--- src/sv/efp_pkg.sv ---
// shared types, constants and helpers for the escape-time fractal pixel block
// no dependencies; imported by every module of the block
`default_nettype none

package efp_pkg;

    localparam int COORD_W    = 32;
    localparam int STEP_W     = 31;
    localparam int ROW_W      = 7;
    localparam int COL_W      = 8;
    localparam int FRAC_BITS  = 26;
    localparam int INDEX_W    = 3;
    localparam int QUEUE_DEPTH = 2;

    // escape threshold |z|^2 > 4 in the squared scale
    localparam logic [63:0] ESCAPE_LIMIT = 64'd4 << (2 * FRAC_BITS);

    localparam logic signed [63:0] SAT_HI = 64'sd2147483647;
    localparam logic signed [63:0] SAT_LO = -64'sd2147483648;

    localparam logic                      RST_MODE_JULIA = 1'b1;
    localparam logic signed [COORD_W-1:0] RST_C_REAL     = -32'sd46976205;
    localparam logic signed [COORD_W-1:0] RST_C_IMAG     = 32'sd18119393;
    localparam logic signed [COORD_W-1:0] RST_VIEW_LEFT  = -32'sd100663296;
    localparam logic signed [COORD_W-1:0] RST_VIEW_TOP   = 32'sd100663296;
    localparam logic [STEP_W-1:0]         RST_REAL_STEP  = 31'd1585248;
    localparam logic [STEP_W-1:0]         RST_IMAG_STEP  = 31'd1585248;

    typedef enum logic [INDEX_W-1:0] {
        REG_MODE_JULIA = 3'd0,
        REG_C_REAL     = 3'd1,
        REG_C_IMAG     = 3'd2,
        REG_VIEW_LEFT  = 3'd3,
        REG_VIEW_TOP   = 3'd4,
        REG_REAL_STEP  = 3'd5,
        REG_IMAG_STEP  = 3'd6
    } reg_index_t;

    typedef enum logic [1:0] {
        FR_IDLE,
        FR_MUL,
        FR_ADD
    } front_state_t;

    typedef enum logic [1:0] {
        BK_IDLE,
        BK_MUL,
        BK_UPD
    } back_state_t;

    typedef struct packed {
        logic [ROW_W-1:0] pixel_row;
        logic [COL_W-1:0] pixel_col;
    } pixel_in_t;

    typedef struct packed {
        logic [7:0] iterations;
        logic [2:0] level;
    } pixel_out_t;

    typedef struct packed {
        logic                      mode_julia;
        logic signed [COORD_W-1:0] c_real;
        logic signed [COORD_W-1:0] c_imag;
        logic signed [COORD_W-1:0] view_left;
        logic signed [COORD_W-1:0] view_top;
        logic [STEP_W-1:0]         real_step;
        logic [STEP_W-1:0]         imag_step;
    } cfg_t;

    // starting z and constant c of one pixel
    typedef struct packed {
        logic signed [COORD_W-1:0] zr;
        logic signed [COORD_W-1:0] zi;
        logic signed [COORD_W-1:0] cr;
        logic signed [COORD_W-1:0] ci;
    } job_t;

    typedef struct packed {
        logic full;
        logic empty;
    } q_status_t;

    function automatic logic signed [COORD_W-1:0] sat32(input logic signed [63:0] v);
        logic signed [COORD_W-1:0] r;
        if (v > SAT_HI)
            r = SAT_HI[COORD_W-1:0];
        else if (v < SAT_LO)
            r = SAT_LO[COORD_W-1:0];
        else
            r = v[COORD_W-1:0];
        return r;
    endfunction

endpackage

`default_nettype wire

--- src/sv/efp_queue.sv ---
// two-entry item queue between the front end and the iteration engine
// depends on efp_pkg
`default_nettype none

module efp_queue
    import efp_pkg::*;
(
    input  wire logic clk,
    input  wire logic rst_n,
    input  wire logic push,
    input  wire job_t push_data,
    input  wire logic pop,
    output job_t      pop_data,
    output q_status_t stat
);

    localparam int PTR_W = $clog2(QUEUE_DEPTH);
    localparam int CNT_W = $clog2(QUEUE_DEPTH + 1);

    job_t mem_reg [QUEUE_DEPTH];

    logic [PTR_W-1:0] wr_ptr_reg, wr_ptr_next;
    logic [PTR_W-1:0] rd_ptr_reg, rd_ptr_next;
    logic [CNT_W-1:0] count_reg, count_next;

    always_ff @(posedge clk)
    begin
        if (push)
            mem_reg[wr_ptr_reg] <= push_data;
    end

    always_ff @(posedge clk or negedge rst_n)
    begin
        if (!rst_n)
        begin
            wr_ptr_reg <= '0;
            rd_ptr_reg <= '0;
            count_reg  <= '0;
        end
        else
        begin
            wr_ptr_reg <= wr_ptr_next;
            rd_ptr_reg <= rd_ptr_next;
            count_reg  <= count_next;
        end
    end

    // depth is a power of two, so the pointers wrap on their own
    always_comb
    begin
        wr_ptr_next = push ? wr_ptr_reg + PTR_W'(1) : wr_ptr_reg;
        rd_ptr_next = pop  ? rd_ptr_reg + PTR_W'(1) : rd_ptr_reg;
        count_next  = count_reg + CNT_W'(push) - CNT_W'(pop);
        pop_data    = mem_reg[rd_ptr_reg];
        stat.full   = (count_reg == CNT_W'(QUEUE_DEPTH));
        stat.empty  = (count_reg == '0);
    end

endmodule

`default_nettype wire

--- config.mk ---
export PLATFORM = sky130hd
export DESIGN_NAME = efp_queue
export DESIGN_NICKNAME = d
export VERILOG_FILES = /design/src/sv/efp_pkg.sv /design/src/sv/efp_queue.sv
export SDC_FILE = /design/constraint.sdc
export NUM_CORES = 1
export LEC_CHECK = 0
export ABC_AREA = 1
export BUFFER_PORTS_ARGS = -buffer_cell sky130_fd_sc_hd__buf_2
export CAP_MARGIN = 20
export CORE_MARGIN = 2
export CORE_UTILIZATION = 56
export DETAILED_ROUTE_END_ITERATION = 10
export GPL_ROUTABILITY_DRIVEN = 0
export PLACE_DENSITY = 0.8
export SYNTH_ARGS = -nofsm -noshare
export SYNTH_HDL_FRONTEND = slang
export SYNTH_SLANG_ARGS = --single-unit
--- constraint.sdc ---
create_clock -name clk -period 12 [get_ports clk]
set_input_delay 1.2 -clock clk [delete_from_list [all_inputs] [get_ports clk]]
set_output_delay 1.2 -clock clk [all_outputs]
set_load 0.01 [all_outputs]
==> key figures <==
Logic synthesis
  – Syn Area/Cell: around 14 um2
  – Area leader, netlist: edfxtp_1
  – Synth area leaders: edfxtp_1 (80%), o21ai_0 (6.6%), inv_1 (5.3%), nand2_1 (5.2%), buf_2 (1.1%)
  – Share of the synthesized area in the top cell type: 0.7971
  – Synth Instances: approximately 690
  – Syn Nets: slightly above 800
  – Seq/Total Area, Yosys: 0.8075
  – Ys Warns: 0
  – Most used DFF post-synth: edfxtp_1
  – Post-synthesis cell type count: 12
  – Yosys reg bits: 260
  – Synth cell count leaders: edfxtp_1 (256), inv_1 (135), nand2_1 (134)
  – Most frequent cell after synthesis: edfxtp_1
  – Async S/R FF share, synth: 0.01538
  – Post-synth EDFFs: ~260
  – Cell Area, Synth: just under 10000 um2

STA
  – Minimum clock period: between 3 and 4 ns
  – RSZ-0062 raised after global routing: no
  – Final cycle utilization of the critical path: 0.3166
  – Final setup viols: 0
  – Worst Tran Pin Value: roughly 0.9 ns
  – Fin. Hold Viols: 0
  – Slew headroom: 0.3923
  – Setup TNS: 0 ns
  – Setup WS post-layout: approximately 8 ns
  – Slew Limit Fails: 0
  – FMAX: 263.2 MHz
  – Clk_skew: ~0.0074 ns

Route
  – Vias: 5789
  – WL per Instance: ~15 um
  – Drt drc: 0
  – Antenna Violating Nets Remaining: 0
  – DRT Pass-1 Iters: 4
  – Vias/cell: 4.808
  – Initial DRC Count: 392
  – Final WL: approximately 18000 um

Power
  – VDD IR max: approximately 160 uV
  – Leakage dissipation: roughly 5.1 nW
  – P per Cell Area: approximately 230 nW/um2
  – Overall Power: approximately 2.8 mW

Setup path
  – Maximum fanout along the worst path: roughly 110
  – Critical Path RT: about 11 ns
  – Crit path arrival time: approximately 2.6 ns
  – CP Capture Type: output pin
  – R2R Setup Slk: about 9.6 ns
  – CP Class: reg2out
  – Startpoint Class: flip-flop

Clock network
  – CTS HTree Levels: 1
  – Postcts setup bufs: 0
  – CTS tree: yes
  – Hold buffers post-CTS: 0
  – CTS buffer count: 26
  – PostCTS Resize Cnt: 0
  – CTS sink count: 260
  – Clock Latency Late Sink: about 0.51 ns
  – Clock Path Buffers: 3
  – Clock root buffer: clkbuf_16
  – Clk slew on worst S/H paths: around 0.06 ns

Cells and area
  – Max FFs per register: approximately 260
  – Nets: between 1000 and 1500
  – Non-Filler Instances: 1204
  – Fraction of layout cells with a size suffix above 1: 0.3085
  – Layout area overhead: 23.69%
  – Fin util: 0.7143

Placement
  – Place WS: just under 9 ns
  – Placed cells: roughly 1200
  – PortBufs: around 260
  – Post-DP HPWL: between 10000 and 15000 um

Hold path
  – Tightest Hold Check Type: in2async

Global route
  – Tot GR Track Use: 0.1949
  – Largest net degree at the start of global routing: around 110
  – GR Overflow Total: 0
  – Initial antenna violation count: 3
  – First-pass GRT wire length: roughly 28000 um
  – Vias in the first global route: ~5600

Floorplan
  – Die width: 135.2 um
  – Ports: 262
  – DIE AREA: approximately 18000 um2
  – # rows: 47
  – Die extent in y: around 140 um
  – Initial Utilization: 0.5775
  – Core Area: roughly 17000 um2

Flow run
  – Total of max-cap violations: 0

Outcome
  – Status: completed
final cells by class:
type	count	area (um2)
well taps	220	275.3
multi-input cells	270	1210
clock buffers	37	713.2
inverters	135	509.2
repair buffers	266	1344
diodes	5	12.51
flip-flops and latches	260	7791
fillers	1122	4772
clock inverters	11	73.82
power by group:
group          total, mW  internal, mW  switching (mW)
clock network      0.738         0.433           0.305
registers           1.27          1.21          0.0630
logic              0.766         0.255           0.511
critical path, stage by stage, from the launching register on:
cell,delay [ns]
dfrtp_4,0.73
buf_4,0.76
o21ai_0,0.34
buf_2,0.22
final timing paths:
| check | depth (start not counted) | start | endpoint |
|---|---|---|---|
| hold / removal | 1 | rst_n | count_reg[0] |
| max in group asynchronous | 1 | rst_n | rd_ptr_reg |
| setup reg to reg | 3 | wr_ptr_reg | mem_reg[1][57] |
| min in group clk | 1 | wr_ptr_reg | wr_ptr_reg |
| hold reg to reg | 1 | wr_ptr_reg | wr_ptr_reg |
| setup / recovery | 3 | rd_ptr_reg | pop_data[84] |
through the flow:
stage | instance area, um2 | hold WS, ns
CTS | 11920 | 0.4817
finish | 11930 | 0.4999
floorplan | 9644 | 0.4634
global route | 11920 | 0.4796
detailed placement | 11130 | 0.5405
global placement | 11130 | 0.5337
cells by family (layout without fill, tap and decap cells):
family / count (synthesis) / after routing / synth area share
flip-flops: 260 / 260 / 0.8075
other: 0 / 5 / 0
AO/OA/AOI/OAI: 128 / 128 / 0.06642
adder cells (fa/ha/maj): 2 / 2 / 0.002594
XOR/XNOR: 2 / 2 / 0.001817
buffers and inverters: 163 / 449 / 0.06785
AND/OR/NAND/NOR: 138 / 138 / 0.05384
per-layer routing:
metal  wire (um)  GRT usage  part of all wire
met5           0          0                 0
met4         501    0.06944             0.027
met3        1647    0.06285             0.090
met2        9159     0.3367              0.50
met1        6967     0.2313              0.38
placed cells by master, fill, tap and decap left out:
cell type  instances
buf_2            261
edfxtp_1         256
inv_1            134
nand2_1          134
o21ai_0          128
clkbuf_16         27
clkbuf_1          10
diode_2            5
clkinv_2           5
clkinv_1           5
buf_4              5
dfrtp_1            3
nor2_1             2
xor2_1             2
ha_1               2
nor2_4             1
nand3_1            1
inv_4              1
bufinv_16          1
dfrtp_4            1
Power figures use the tool's default switching activity.
