[src/sv/efp_pkg.sv]
// shared types, constants and helpers for the escape-time fractal pixel block
// no dependencies; imported by every module of the block
`default_nettype none

package efp_pkg;

    localparam int COORD_W    = 32;
    localparam int STEP_W     = 31;
    localparam int ROW_W      = 7;
    localparam int COL_W      = 8;
    localparam int FRAC_BITS  = 26;
    localparam int INDEX_W    = 3;
    localparam int QUEUE_DEPTH = 2;

    // escape threshold |z|^2 > 4 in the squared scale
    localparam logic [63:0] ESCAPE_LIMIT = 64'd4 << (2 * FRAC_BITS);

    localparam logic signed [63:0] SAT_HI = 64'sd2147483647;
    localparam logic signed [63:0] SAT_LO = -64'sd2147483648;

    localparam logic                      RST_MODE_JULIA = 1'b1;
    localparam logic signed [COORD_W-1:0] RST_C_REAL     = -32'sd46976205;
    localparam logic signed [COORD_W-1:0] RST_C_IMAG     = 32'sd18119393;
    localparam logic signed [COORD_W-1:0] RST_VIEW_LEFT  = -32'sd100663296;
    localparam logic signed [COORD_W-1:0] RST_VIEW_TOP   = 32'sd100663296;
    localparam logic [STEP_W-1:0]         RST_REAL_STEP  = 31'd1585248;
    localparam logic [STEP_W-1:0]         RST_IMAG_STEP  = 31'd1585248;

    typedef enum logic [INDEX_W-1:0] {
        REG_MODE_JULIA = 3'd0,
        REG_C_REAL     = 3'd1,
        REG_C_IMAG     = 3'd2,
        REG_VIEW_LEFT  = 3'd3,
        REG_VIEW_TOP   = 3'd4,
        REG_REAL_STEP  = 3'd5,
        REG_IMAG_STEP  = 3'd6
    } reg_index_t;

    typedef enum logic [1:0] {
        FR_IDLE,
        FR_MUL,
        FR_ADD
    } front_state_t;

    typedef enum logic [1:0] {
        BK_IDLE,
        BK_MUL,
        BK_UPD
    } back_state_t;

    typedef struct packed {
        logic [ROW_W-1:0] pixel_row;
        logic [COL_W-1:0] pixel_col;
    } pixel_in_t;

    typedef struct packed {
        logic [7:0] iterations;
        logic [2:0] level;
    } pixel_out_t;

    typedef struct packed {
        logic                      mode_julia;
        logic signed [COORD_W-1:0] c_real;
        logic signed [COORD_W-1:0] c_imag;
        logic signed [COORD_W-1:0] view_left;
        logic signed [COORD_W-1:0] view_top;
        logic [STEP_W-1:0]         real_step;
        logic [STEP_W-1:0]         imag_step;
    } cfg_t;

    // starting z and constant c of one pixel
    typedef struct packed {
        logic signed [COORD_W-1:0] zr;
        logic signed [COORD_W-1:0] zi;
        logic signed [COORD_W-1:0] cr;
        logic signed [COORD_W-1:0] ci;
    } job_t;

    typedef struct packed {
        logic full;
        logic empty;
    } q_status_t;

    function automatic logic signed [COORD_W-1:0] sat32(input logic signed [63:0] v);
        logic signed [COORD_W-1:0] r;
        if (v > SAT_HI)
            r = SAT_HI[COORD_W-1:0];
        else if (v < SAT_LO)
            r = SAT_LO[COORD_W-1:0];
        else
            r = v[COORD_W-1:0];
        return r;
    endfunction

endpackage

`default_nettype wire

[src/sv/efp_front.sv]
// front end: takes a pixel, maps it to the complex plane and sets up z and c
// depends on efp_pkg; feeds efp_queue
`default_nettype none

module efp_front
    import efp_pkg::*;
(
    input  wire logic      clk,
    input  wire logic      rst_n,
    input  wire logic      start,
    input  wire pixel_in_t pixel,
    input  wire cfg_t      cfg,
    input  wire q_status_t q_stat,
    output logic           busy,
    output logic           push,
    output job_t           job
);

    front_state_t state_reg, state_next;

    logic [ROW_W-1:0]       row_reg;
    logic [COL_W-1:0]       col_reg;
    logic [COL_W+STEP_W-1:0] re_prod_reg, re_prod_next;
    logic [ROW_W+STEP_W-1:0] im_prod_reg, im_prod_next;

    logic signed [63:0]         re_sum, im_sum;
    logic signed [COORD_W-1:0]  pre, pim;

    always_ff @(posedge clk or negedge rst_n)
    begin
        if (!rst_n)
            state_reg <= FR_IDLE;
        else
            state_reg <= state_next;
    end

    always_ff @(posedge clk)
    begin
        if (state_reg == FR_IDLE && start)
        begin
            row_reg <= pixel.pixel_row;
            col_reg <= pixel.pixel_col;
        end
        re_prod_reg <= re_prod_next;
        im_prod_reg <= im_prod_next;
    end

    always_comb
    begin
        state_next = state_reg;
        unique case (state_reg)
            FR_IDLE: if (start) state_next = FR_MUL;
            FR_MUL:  state_next = FR_ADD;
            FR_ADD:  if (!q_stat.full) state_next = FR_IDLE;
            default: state_next = FR_IDLE;
        endcase
    end

    always_comb
    begin
        re_prod_next = (COL_W+STEP_W)'(col_reg) * (COL_W+STEP_W)'(cfg.real_step);
        im_prod_next = (ROW_W+STEP_W)'(row_reg) * (ROW_W+STEP_W)'(cfg.imag_step);

        re_sum = $signed({{(64-COORD_W){cfg.view_left[COORD_W-1]}}, cfg.view_left})
               + $signed({{(64-COL_W-STEP_W){1'b0}}, re_prod_reg});
        im_sum = $signed({{(64-COORD_W){cfg.view_top[COORD_W-1]}}, cfg.view_top})
               - $signed({{(64-ROW_W-STEP_W){1'b0}}, im_prod_reg});
        pre = sat32(re_sum);
        pim = sat32(im_sum);

        busy = (state_reg != FR_IDLE);
        push = (state_reg == FR_ADD) && !q_stat.full;

        if (cfg.mode_julia)
        begin
            job.zr = pre;
            job.zi = pim;
            job.cr = cfg.c_real;
            job.ci = cfg.c_imag;
        end
        else
        begin
            job.zr = '0;
            job.zi = '0;
            job.cr = pre;
            job.ci = pim;
        end
    end

endmodule

`default_nettype wire

[config.mk]
export PLATFORM = sky130hd
export DESIGN_NAME = efp_front
export DESIGN_NICKNAME = d
export VERILOG_FILES = /design/src/sv/efp_pkg.sv /design/src/sv/efp_front.sv
export SDC_FILE = /design/constraint.sdc
export NUM_CORES = 1
export LEC_CHECK = 0
export BUFFER_PORTS_ARGS = -buffer_cell sky130_fd_sc_hd__buf_2
export CAP_MARGIN = 25
export CORE_MARGIN = 5
export CORE_UTILIZATION = 36
export DETAILED_ROUTE_END_ITERATION = 10
export GPL_TIMING_DRIVEN = 1
export HOLD_SLACK_MARGIN = 0.1
export PLACE_DENSITY = 0.63
export SLEW_MARGIN = 20
export SYNTH_ARGS = -nofsm -noshare
export SYNTH_HDL_FRONTEND = slang
export SYNTH_SLANG_ARGS = --single-unit
[constraint.sdc]
create_clock -name clk -period 8.11 [get_ports clk]
set_input_delay 0 -clock clk [delete_from_list [all_inputs] [get_ports clk]]
set_output_delay 0 -clock clk [all_outputs]
set_load 0.005 [all_outputs]
==> metrics.txt, run 1 <==
status finished clean; Max-slew headroom 0.276; setup tns final 0 ps; RSZ-0062 raised after global routing false; dpl hpwl around 56000 um; PortBufs 339; share of layout cells above drive strength 1 0.133; Commonest cells post-synth 388 x inv_1, 362 x and2_1, 320 x fa_1, 302 x nand2_1, 194 x ha_1; Filler cells 6505; r2r endpoint re_prod_reg[38]; Syn Inst Count 2793; Placed Cells 3859; crit path from col_reg[5]; Synth async-reset ratio 0.0213; Clk Latency, worst-skew pair 360 ps; most frequent CP cell fa_1; post-route cell area 26000 sq um; CP Capture Type flop; DP Area 25300 sq um; CTS buffer count 9; Core Box Area 63200 sq um; area share of the largest cell type after synthesis 0.279; final antenna-violating net count 0; non-filler cells, final 3910; largest area contributor in the netlist fa_1; via count between 15000 and 20000; clock tree buffer depth 2; worst path arrival time 7010 ps; Die Y 263 um; Max Fanout on Critical Path 17; Largest register FFs 39; Final setup viols 0; GR Overflow Total 0; Final min period 6760 ps; CP Cell Sequence buf_4, and2_1, fa_1, fa_1, fa_1, inv_1, fa_1, inv_1, ha_1, nand4_1, a211oi_1, a221oi_1, nand3_1, a221o_1, a221oi_1, o31a_1, a21oi_1, a211oi_1, a21oi_1, xnor2_1; DR WL/cell 17.3 um; drt pass-1 iters 8; library cells used by synthesis roughly 80; gr usage total 0.191; register-to-register setup slack about 1400 ps; Max Clock Freq 148 MHz; Final Hold Violating Endpoints 0; CP required 8360 ps; Post-synth EDFFs 15; R2R depth 20; most frequently used flop master after synthesis dfxtp_1; register area 2040 sq um; area delta synth->final 13.1%; Crit path largest cell delay 760 ps; vias in the first global route 19897; Syn Nets 3518; CTS tree built; root buffer cell clkbuf_16; Ys Warns 0; most frequent cell after synthesis inv_1; Slowest-stage cell, CP edfxtp_1; routed vias/inst 5.08; critical path endpoint re_prod_reg[38]; die width 263 um; Post-Syn Area 23000 sq um; Layout Skew 16.7 ps; Max Cap Viol 0; Final nets 3778; Seq/Total Area, Yosys 0.0889; first-pass GRT wire length 110000 um; Worst setup SP type flop; Clk pin slew, worst setup/hold paths around 70 ps; Slew Limit Fails 0; final wirelength 67500 um; Mean Syn Cell Area between 8 and 9 sq um; Final Cycle Share 0.833; starting density of the core 0.364; Setup Buffers After CTS 0; Multi-input gate area 19000 sq um; PostCTS Resize Cnt 0; DRC Markers 0; row count 92; largest net degree at the start of global routing 93; die footprint around 70000 sq um; clk sinks between 90 and 100; synthesis-stage register bit count 94; Crit Reg-Reg Startpoint col_reg[5]; Routability Congestion 0.901; hold crit path type in2reg; top cells by area, synth fa_1 28%, ha_1 11%, and2_1 9.9%, dfxtp_1 6.7%, inv_1 6.3%; H-tree levels 3; slew at the pin with the worst max-slew slack around 1100 ps; CTS Hold Bufs 22; Initial DRC Count 1366; hold_ws 126 ps; critical path type reg2reg; I/O Pins 341; initial antenna violation count 13
cell type report:
cell class                 count  share of cell area
inverter                     389              0.0562
clock buffer                   9             0.00866
multi-input combinational   2177               0.730
clock inverter                 6             0.00207
timing repair buffer         382              0.0833
sequential                    94              0.0786
antenna                        7            0.000674
tap                          846              0.0407
per-layer routing:
| layer | up-vias | track usage | wire length [um] |
|---|---|---|---|
| li1 | 9790 | - | - |
| met4 | 10 | 0.0332 | 826 |
| met2 | 547 | 0.289 | 28800 |
| met5 | - | 0 | 67 |
| met1 | 9481 | 0.291 | 33900 |
| met3 | 44 | 0.0330 | 3890 |
logic make-up (layout without fill, tap and decap cells):
family / after synthesis / in the layout / synth area share
and+or+nand+nor: 934 / 934 / 0.214
adders and majority gates: 514 / 514 / 0.384
AOI/OAI and AO/OA: 604 / 604 / 0.178
other: 0 / 7 / 0
DFF: 94 / 94 / 0.0889
xor gates and xnor gates: 123 / 123 / 0.0469
muxes: 2 / 2 / 0.000926
buffers and inverters: 522 / 786 / 0.0871
critical path: cells and delay by family (launching register included):
family	cells	cell delay (ps)
adder cells (fa/ha/maj)	5	2420
AO/OA/AOI/OAI	8	2370
flip-flops	1	760
AND/OR/NAND/NOR	3	520
buffers and inverters	3	440
XOR/XNOR	1	140
worst min path at each step:
stage	start	endpoint	slack [ps]	depth (start not counted)
floorplan	rst_n	state_reg[0]	-300	0
global placement	rst_n	state_reg[0]	-210	1
detailed placement	rst_n	state_reg[1]	-210	1
CTS	cfg[32]	re_prod_reg[1]	100	3
global route	cfg[32]	re_prod_reg[1]	130	3
finish	cfg[32]	re_prod_reg[1]	130	3
through the flow:
step,setup WS [ps],utilization
after detailed placement,1140,0.401
final,1350,0.411
after global placement,1170,0.401
after floorplan,2290,-
after global routing,927,0.411
after CTS,1110,0.409
cell usage in the layout, fill, tap and decap left out, drive strengths merged, types with 16 or more instances in the layout:
master	Yosys	layout
nor3b	29	29
a211oi	18	18
nor3	22	22
a41oi	28	28
dfxtp	77	77
dlygate4sd3	0	22
o31ai	38	38
buf	20	360
xor2	35	35
fa	320	320
and3	21	21
o311ai	22	22
a21oi	153	153
nand2	302	302
ha	194	194
o21a	21	21
nor2	77	77
inv	389	394
xnor2	88	88
nand3	39	39
o21ai	99	99
a21o	69	69
o21bai	22	22
o211ai	43	43
nand4	16	16
nor2b	16	16
and2	364	364
Power of run 1 is left out: the tool's default activity adds up to more than one toggle a clock period on the data nets, which glitch-free logic cannot reach.
==> run 2: changes to the inputs <==
clock period = 6.7 ns   (was 8.11 ns; I/O delays follow)
==> run 2 against run 1 <==
Compared with the run above: critical path depth unchanged; clock-buffer cell count unchanged; worst hold slack better by 28 ps; non-clock buffer count up 15; flip-flop and latch count stayed put; highest routed layer unchanged; final cell count increased by 0.49%; utilization rose by 0.11 points; die area is the same; setup slack worse by 820 ps; via count is 0.96% higher; register-to-register slack worse by 820 ps.
==> metrics.txt, run 2 (synthesized netlist as in run 1, its figures left out) <==
starting density of the core 0.364 (unchanged); GR Overflow Total 0 (unchanged); post-route cell area 26100 sq um (+0.26%); Die Y 263 um (unchanged); slew at the pin with the worst max-slew slack 932 ps (-154 ps); met1 Use GR 0.299 (+0.00741); largest net degree at the start of global routing 93 (unchanged); area delta synth->final 13.4%; Crit path largest cell delay 580 ps (-180 ps); drt pass-1 iters 7 (-1); Initial DRC Count 1154 (-16%); CP Cell Sequence buf_4, and2_1, fa_1, fa_1, fa_1, inv_1, fa_1, inv_1, ha_1, nand4_1, a211oi_1, a221oi_2, nand3_1, a221o_1, a221oi_1, o31a_1, a21oi_1, a211oi_1, a21oi_1, xnor2_1; DP Area 25500 sq um (+0.55%); r2r endpoint re_prod_reg[38]; PortBufs 339 (unchanged); RSZ-0062 raised after global routing false; dpl hpwl 58200 um (+3.6%); vias in the first global route 19586 (-1.6%); Final Cycle Share 0.921 (+0.0875); clock tree buffer depth 2 (unchanged); share of layout cells above drive strength 1 0.137 (+0.00456); Util after Layout 0.412 (+0.00107); hold_ws 154 ps (+27.8 ps); WP buf/inv 3 (unchanged); initial antenna violation count 19 (+6); Slew Limit Fails 0 (unchanged); Routability Congestion 0.894 (-0.70%); Hold Crit Endpoint re_prod_reg[1]; H-tree levels 3 (unchanged); Final min period 6170 ps (-589 ps); status finished clean; clk sinks 94 (unchanged); CP Capture Type flop; most frequent cells in the layout 388 x inv_1, 362 x and2_1, 338 x buf_2, 320 x fa_1, 302 x nand2_1; Max Clock Freq 162 MHz (+9.5%); DR WL/cell 17.6 um (+1.7%); met2 usage 0.290 (+0.00168); CTS tree built; most common cell after layout, fill and taps aside inv_1; die footprint 69000 sq um (unchanged); Largest register FFs 39 (unchanged); setup tns final 0 ps (unchanged); Clk pin slew, worst setup/hold paths 70 ps (about the same); Crit Reg-Reg Startpoint col_reg[4]; I/O Pins 341 (unchanged); Final nets 3793 (+0.40%); Final Hold Violating Endpoints 0 (unchanged); CP required 6950 ps (-1410 ps); worst path arrival time 6420 ps (-590 ps); first-pass GRT wire length 110000 um (+0.39%); root buffer cell clkbuf_16; Top Family by Delay on Critical Path adder cells; Max Cap Viol 0 (unchanged); GR Layer Usage met3 0.0273 (-0.00571); CTS buffer count 9 (unchanged); Final setup viols 0 (unchanged); Max-slew headroom 0.378 (+0.102); via count 20063 (+0.96%); Slowest-stage cell, CP edfxtp_1; Filler cells 6468 (-0.57%); R2R depth 20 (unchanged); Core Box Area 63200 sq um (unchanged); hold path depth 3 (unchanged); row count 92 (unchanged); die width 263 um (unchanged); hold_sp cfg[32]; final antenna-violating net count 0 (unchanged); hold crit path type in2reg; Clk Latency, worst-skew pair 360 ps (about the same); register-to-register setup slack 530 ps (-820 ps); critical path type reg2reg; Layout Skew 15.7 ps (-1.08 ps); Max Fanout on Critical Path 12 (-5); routed vias/inst 5.11 (+0.47%); final wirelength 69000 um (+2.2%); most frequent CP cell fa_1; DRC Markers 0 (unchanged); gr usage total 0.194 (+0.00245); Worst setup SP type flop; most used routing layer met1
run 2: cell count changes in the layout (fill, tap and decap cells not counted):
cell | before | now
buf_6 | 1 | 0
buf_4 | 13 | 35
diode_2 | 7 | 11
a221oi_2 | 0 | 1
buf_16 | 2 | 1
buf_8 | 6 | 1
a221oi_1 | 5 | 4
run 2: final cells by class:
cell class / instances / area (sq um) / area share
repair buffers: 397 / 2220 / 0.0851
flip-flops and latches: 94 / 2040 / 0.0784
diodes: 11 / 27.5 / 0.00106
inverters: 389 / 1460 / 0.0560
well taps: 846 / 1060 / 0.0406
clock buffers: 9 / 225 / 0.00864
multi-input cells: 2177 / 19000 / 0.728
clock inverters: 6 / 53.8 / 0.00206
run 2: repair_timing:
item | 4_1_cts | 5_1_grt
buffers inserted | 0 | 2
resized for setup | 0 | 1
hold buffers | 22 | 0
endpoints found under the hold margin | 23 | 0
setup endpoints to repair | 0 | 1
run 2: worst max-delay path by stage:
stage,start,endpoint,slack [ps],depth (start not counted)
3_3_place_gp,col_reg[4],re_prod_reg[38],450,20
6_report,col_reg[4],re_prod_reg[38],530,20
2_1_floorplan,col_reg[7],re_prod_reg[38],880,21
5_1_grt,col_reg[7],re_prod_reg[38],130,17
4_1_cts,col_reg[3],re_prod_reg[38],390,20
3_5_place_dp,col_reg[3],re_prod_reg[38],400,20
run 2: tightest hold or removal path, cell delays in order:
cell    delay (ps)
buf_2          170
and2_1         160
ha_1           140
run 2: through the flow:
| step | instances | setup WS (ps) |
|---|---|---|
| after floorplan | 2793 | 877 |
| after global placement | 3877 | 445 |
| after detailed placement | 3878 | 404 |
| after CTS | 3915 | 391 |
| after global routing | 3926 | 129 |
| final | 3929 | 530 |
run 2: layer usage:
| layer | share of wire | up-vias | wire (um) |
|---|---|---|---|
| met5 | 0.0016 | - | 109 |
| met3 | 0.051 | 64 | 3520 |
| met1 | 0.50 | 9672 | 34800 |
| li1 | - | 9817 | - |
| met2 | 0.43 | 496 | 29500 |
| met4 | 0.014 | 14 | 1000 |
Power of run 2 is left out for the same reason.
